**src/rtl/core/pit_pkg.sv**
```systemverilog
// shared constants and types for the point in polygon test block
// depends on nothing
package pit_pkg;

  localparam int unsigned COORD_WIDTH_DEF = 16;
  localparam int unsigned THR_WIDTH       = 32;
  localparam logic [THR_WIDTH-1:0] NEAR_DIST_RESET = 32'd655;

  // control travelling alongside the product word
  typedef struct packed {
    logic valid;
    logic last;
    logic straddle;
    logic dy_pos;
  } pit_ctl_t;

endpackage

```
**src/rtl/core/pit_prod.sv**
```systemverilog
// input register, coordinate differences and the six products of one edge
// depends on pit_pkg
module pit_prod #(
  parameter int unsigned COORD_WIDTH = 16
) (
  input  logic                          clk,
  input  logic                          rst_n,
  input  logic                          in_valid,
  output logic                          in_ready,
  input  logic signed [COORD_WIDTH-1:0] in_point_x,
  input  logic signed [COORD_WIDTH-1:0] in_point_y,
  input  logic signed [COORD_WIDTH-1:0] in_edge_start_x,
  input  logic signed [COORD_WIDTH-1:0] in_edge_start_y,
  input  logic signed [COORD_WIDTH-1:0] in_edge_end_x,
  input  logic signed [COORD_WIDTH-1:0] in_edge_end_y,
  input  logic                          in_last_edge,
  input  logic                          dn_ready,
  output pit_pkg::pit_ctl_t             prod_ctl,
  output logic signed [2*COORD_WIDTH+1:0] sq_ax,
  output logic signed [2*COORD_WIDTH+1:0] sq_ay,
  output logic signed [2*COORD_WIDTH+1:0] sq_bx,
  output logic signed [2*COORD_WIDTH+1:0] sq_by,
  output logic signed [2*COORD_WIDTH+1:0] cross_t,
  output logic signed [2*COORD_WIDTH+1:0] cross_r
);
  import pit_pkg::*;

  localparam int unsigned DW = COORD_WIDTH + 1;
  localparam int unsigned PW = 2 * DW;

  // stage one: registered edge word
  logic                          s1_valid_r;
  logic                          s1_last_r;
  logic signed [COORD_WIDTH-1:0] px_r, py_r, ax_r, ay_r, bx_r, by_r;
  logic                          s1_en;
  logic                          s1_go;

  // differences
  logic signed [DW-1:0] dax, day, dbx, dby, ex, ey;
  logic                 straddle, dy_pos;

  // stage two: products
  logic                 s2_valid_r;
  logic                 s2_last_r;
  logic                 s2_straddle_r;
  logic                 s2_dy_pos_r;
  logic signed [PW-1:0] sq_ax_r, sq_ay_r, sq_bx_r, sq_by_r, t_r, r_r;
  logic                 s2_en;

  assign s2_en    = !s2_valid_r || dn_ready;
  assign s1_go    = s1_valid_r && s2_en;
  assign s1_en    = !s1_valid_r || s1_go;
  assign in_ready = s1_en;

  always_ff @(posedge clk) begin
    if (!rst_n) begin
      s1_valid_r <= 1'b0;
    end else if (s1_en) begin
      s1_valid_r <= in_valid;
    end
  end

  always_ff @(posedge clk) begin
    if (s1_en && in_valid) begin
      s1_last_r <= in_last_edge;
      px_r      <= in_point_x;
      py_r      <= in_point_y;
      ax_r      <= in_edge_start_x;
      ay_r      <= in_edge_start_y;
      bx_r      <= in_edge_end_x;
      by_r      <= in_edge_end_y;
    end
  end

  always_comb begin
    dax      = DW'(px_r) - DW'(ax_r);
    day      = DW'(py_r) - DW'(ay_r);
    dbx      = DW'(px_r) - DW'(bx_r);
    dby      = DW'(py_r) - DW'(by_r);
    ex       = DW'(bx_r) - DW'(ax_r);
    ey       = DW'(by_r) - DW'(ay_r);
    // one end strictly below the point's y, the other at or above
    straddle = ((ay_r < py_r) && (by_r >= py_r)) || ((by_r < py_r) && (ay_r >= py_r));
    dy_pos   = by_r > ay_r;
  end

  always_ff @(posedge clk) begin
    if (!rst_n) begin
      s2_valid_r <= 1'b0;
    end else if (s2_en) begin
      s2_valid_r <= s1_valid_r;
    end
  end

  always_ff @(posedge clk) begin
    if (s1_go) begin
      s2_last_r     <= s1_last_r;
      s2_straddle_r <= straddle;
      s2_dy_pos_r   <= dy_pos;
      sq_ax_r       <= PW'(dax) * PW'(dax);
      sq_ay_r       <= PW'(day) * PW'(day);
      sq_bx_r       <= PW'(dbx) * PW'(dbx);
      sq_by_r       <= PW'(dby) * PW'(dby);
      t_r           <= PW'(day) * PW'(ex);
      r_r           <= PW'(dax) * PW'(ey);
    end
  end

  always_comb begin
    prod_ctl.valid    = s2_valid_r;
    prod_ctl.last     = s2_last_r;
    prod_ctl.straddle = s2_straddle_r;
    prod_ctl.dy_pos   = s2_dy_pos_r;
  end

  assign sq_ax    = sq_ax_r;
  assign sq_ay    = sq_ay_r;
  assign sq_bx    = sq_bx_r;
  assign sq_by    = sq_by_r;
  assign cross_t  = t_r;
  assign cross_r  = r_r;

endmodule

```
**config.mk**
```make
export PLATFORM = sky130hd
export DESIGN_NAME = pit_prod
export DESIGN_NICKNAME = d
export VERILOG_FILES = /design/src/rtl/core/pit_pkg.sv /design/src/rtl/core/pit_prod.sv
export SDC_FILE = /design/constraint.sdc
export NUM_CORES = 2
export LEC_CHECK = 0
export BUFFER_PORTS_ARGS = -buffer_cell sky130_fd_sc_hd__buf_2
export CORE_UTILIZATION = 60
export CTS_BUF_LIST = sky130_fd_sc_hd__clkbuf_16
export CTS_CLUSTER_SIZE = 14
export DETAILED_ROUTE_END_ITERATION = 8
export GPL_ROUTABILITY_DRIVEN = 0
export PLACE_DENSITY = 0.85
export SLEW_MARGIN = 20
export SYNTH_ARGS = -nofsm -noshare
export SYNTH_HDL_FRONTEND = slang
export SYNTH_SLANG_ARGS = --single-unit
export TNS_END_PERCENT = 100
```
**constraint.sdc**
```tcl
create_clock -name clk -period 15.7 [get_ports clk]
set_clock_uncertainty 0.1 [all_clocks]
set_input_delay 1.57 -clock clk [delete_from_list [all_inputs] [get_ports clk]]
set_output_delay 1.57 -clock clk [all_outputs]
set_load 0.1 [all_outputs]
```
==> flow_summary.yaml <==
grt:
  grt_max_degree: 121
  grt_pass1_vias: 60210
  antenna_found_initial: 9
  grt_pass1_wl_mm: 309
  gr-usage-all-layers_pct: 32.5
  overflow: 0
worst_setup_path:
  cp_num_buf_inv: 6
  path_depth: 32
  crit_slowest_cell: "clkinv_1"
  worstPathRequired_ns: 15.97
  path_common_cell: "fa_1"
  path_delay_family: "compound AO/OA/AOI/OAI gates"
  cp.arrival_ns: 10.50
  start_kind: "flip-flop"
  end_kind: "flip-flop"
  worstSetupPathType: "reg2reg"
  path_max_fanout: 23
  worstRegToRegCells: 32
  max_stage_delay_ns: 0.88
logic_synthesis:
  synthCells: 7608
  yosysSeqAreaShare_pct: 12.3
  syn_area_per_cell_um2: 9.64
  synth-edff-count: 300
  yosys_warnings: 0
  synthFlopType: "edfxtp_1"
  synth_area_leaders: "fa_1 (46%), edfxtp_1 (12%), inv_1 (10%)"
  synth_top_area_share_pct: 45.9
  ys_types: 96
  async_reset_ff_share_pct: 0
  yosysTopAreaCell: "fa_1"
  synth_area_mm2: 0.0734
  ys_ff_latch: 302
route:
  drt_first_iter_violations: 4737
  via_per_inst: 5.70
  drc: 0
  dr_total_vias: 53983
  ant_nets: 0
  wl_per_cell_um: 20.2
  finalWirelength_mm: 191
  drt-pass1-iter-count: 9
cts:
  cts-htree-levels: 2
  cts_sinks: 302
  postCtsHoldBufs: 0
  clkTransAtPathRegs_ns: 0.06
  cts-root-buf: "clkbuf_16"
  clkLatencyLatePin_ns: 0.66
  cts_buffers: 41
  cts_resized: 0
  cts_tree: "built"
  clockBufferDepth: 3
  post_cts.repair.setup_buffers: 0
placed_design:
  dp_cells: 9394
  dp_hpwl_mm: 156
  port_buffers: 305
timing:
  min_period_over_period_pct: 65.2
  rsz0062_at_grt: "no"
  max_slew_margin_pct: 15.4
  finalHoldWorstSlack_ns: 0.339
  setup_tns_ns: 0
  finalSetupViolCount: 0
  fmax_mhz: 97.7
  slew_viol_final: 0
  finalHoldViolations: 0
  period_needed_ns: 10.23
  worst_slew_pin_slew_ns: 1.26
floorplanning:
  die_x_um: 352
  fp-row-count: 127
  die_area_mm2: 0.124
  initial_core_util_pct: 60.8
  die_h_um: 352
  boundaryPins: 310
  coreArea_mm2: 0.121
min_path:
  hold-path-cell-count: 0
  holdCritPathClass: "reg2reg"
layout:
  nets: 10201
  num-fill-cells: 9018
  final_cells: 9475
  mostFrequentLayoutCells: "inv_1 (2016), fa_1 (1682), nand2_1 (754)"
  layout_commonest_cell: "inv_1"
  final_util_pct: 64.9
  area_delta_synth_final_pct: 6.70
  drive_gt1_share_pct: 6.89
job:
  max_cap_viol_count: 0
outcome:
  outcome: "finished, final reports clean"
-- metal layers --
layer / GRT usage [%] / wire length, um / up-vias
met2: 53.2 / 91000 / 3019
met4: 22.2 / 15600 / 6
met1: 37.0 / 63700 / 26877
met5: 0 / 29 / -
met3: 9.08 / 20700 / 929
li1: - / - / 23152
-- flip-flops by register name, summed over array words and instances (netlist names), 16 cells and up --
register  flops
sq_bx        33
sq_ax        33
ax_r         16
px_r         16
py_r         16
sq_ay        33
cross_r      34
cross_t      34
sq_by        33
bx_r         16
by_r         16
ay_r         16
-- cells in the mapped netlist, drive strengths merged (10+ instances only) --
| library cell | number |
|---|---|
| nor3 | 47 |
| and2 | 35 |
| o21bai | 22 |
| clkinv | 10 |
| xor2 | 65 |
| o31a | 10 |
| o21a | 42 |
| fa | 1682 |
| nor2 | 747 |
| edfxtp | 300 |
| a211oi | 25 |
| nand4 | 17 |
| xnor2 | 234 |
| or2 | 24 |
| a21boi | 16 |
| a21o | 104 |
| nor4 | 13 |
| o21ai | 119 |
| inv | 2017 |
| buf | 47 |
| a211o | 10 |
| ha | 593 |
| nor2b | 43 |
| o31ai | 14 |
| nand3 | 37 |
| clkbuf | 169 |
| nand2b | 43 |
| o211ai | 16 |
| nand2 | 754 |
| and3 | 24 |
| a31oi | 19 |
| or3 | 13 |
| a21oi | 184 |
-- metrics by stage --
stage               area [um2]  setup WS [ns]
global placement         76900           6.13
detailed placement       76900           5.69
CTS                      78300           5.63
finish                   78300           5.47
global route             78300           5.07
floorplan                73400           4.20
-- path summary, 6_finish.rpt --
| check | end | from | slack [ns] |
|---|---|---|---|
| min | s2_last_r | s1_last_r | 0.34 |
| min reg2reg | s2_last_r | s1_last_r | 0.34 |
| max | sq_ax[32] | ax_r[1] | 5.47 |
| max reg2reg | sq_ax[32] | ax_r[1] | 5.47 |
-- worst reg2reg max path, delay by kind of cell, from the launching register on --
family | cells | cell delay, ns
adders and majority gates | 8 | 3.36
buffers and inverters | 6 | 1.27
DFF | 1 | 0.42
and+or+nand+nor | 2 | 0.59
AOI/OAI and AO/OA | 16 | 4.21
-- cell type report --
type                            count  area [um2]  share of cell area, %
Antenna cell                        6        15.0                 0.0192
Sequential cell                   302        9050                   11.6
Multi-Input combinational cell   5066       56000                   71.6
Inverter                         2027        7610                   9.72
Timing Repair Buffer              387        2150                   2.75
Clock buffer                       41        1030                   1.31
Tap cell                         1612        2020                   2.58
Clock inverter                     34         380                  0.486
-- logic make-up (layout without fill, tap and decap cells) --
family,count (synthesis),after routing,synth area share [%]
adder cells (fa/ha/maj),2275,2275,56.0
multiplexers,11,11,0.153
AND/OR/NAND/NOR,1821,1821,10.3
AO/OA/AOI/OAI,656,656,5.98
flip-flops,302,302,12.3
XOR/XNOR,299,299,3.59
buffers and inverters,2243,2489,11.6
other,1,10,0.00511
Power is not shown: default switching activity piles up to over one toggle a cycle in this logic, so the estimate is an artifact.
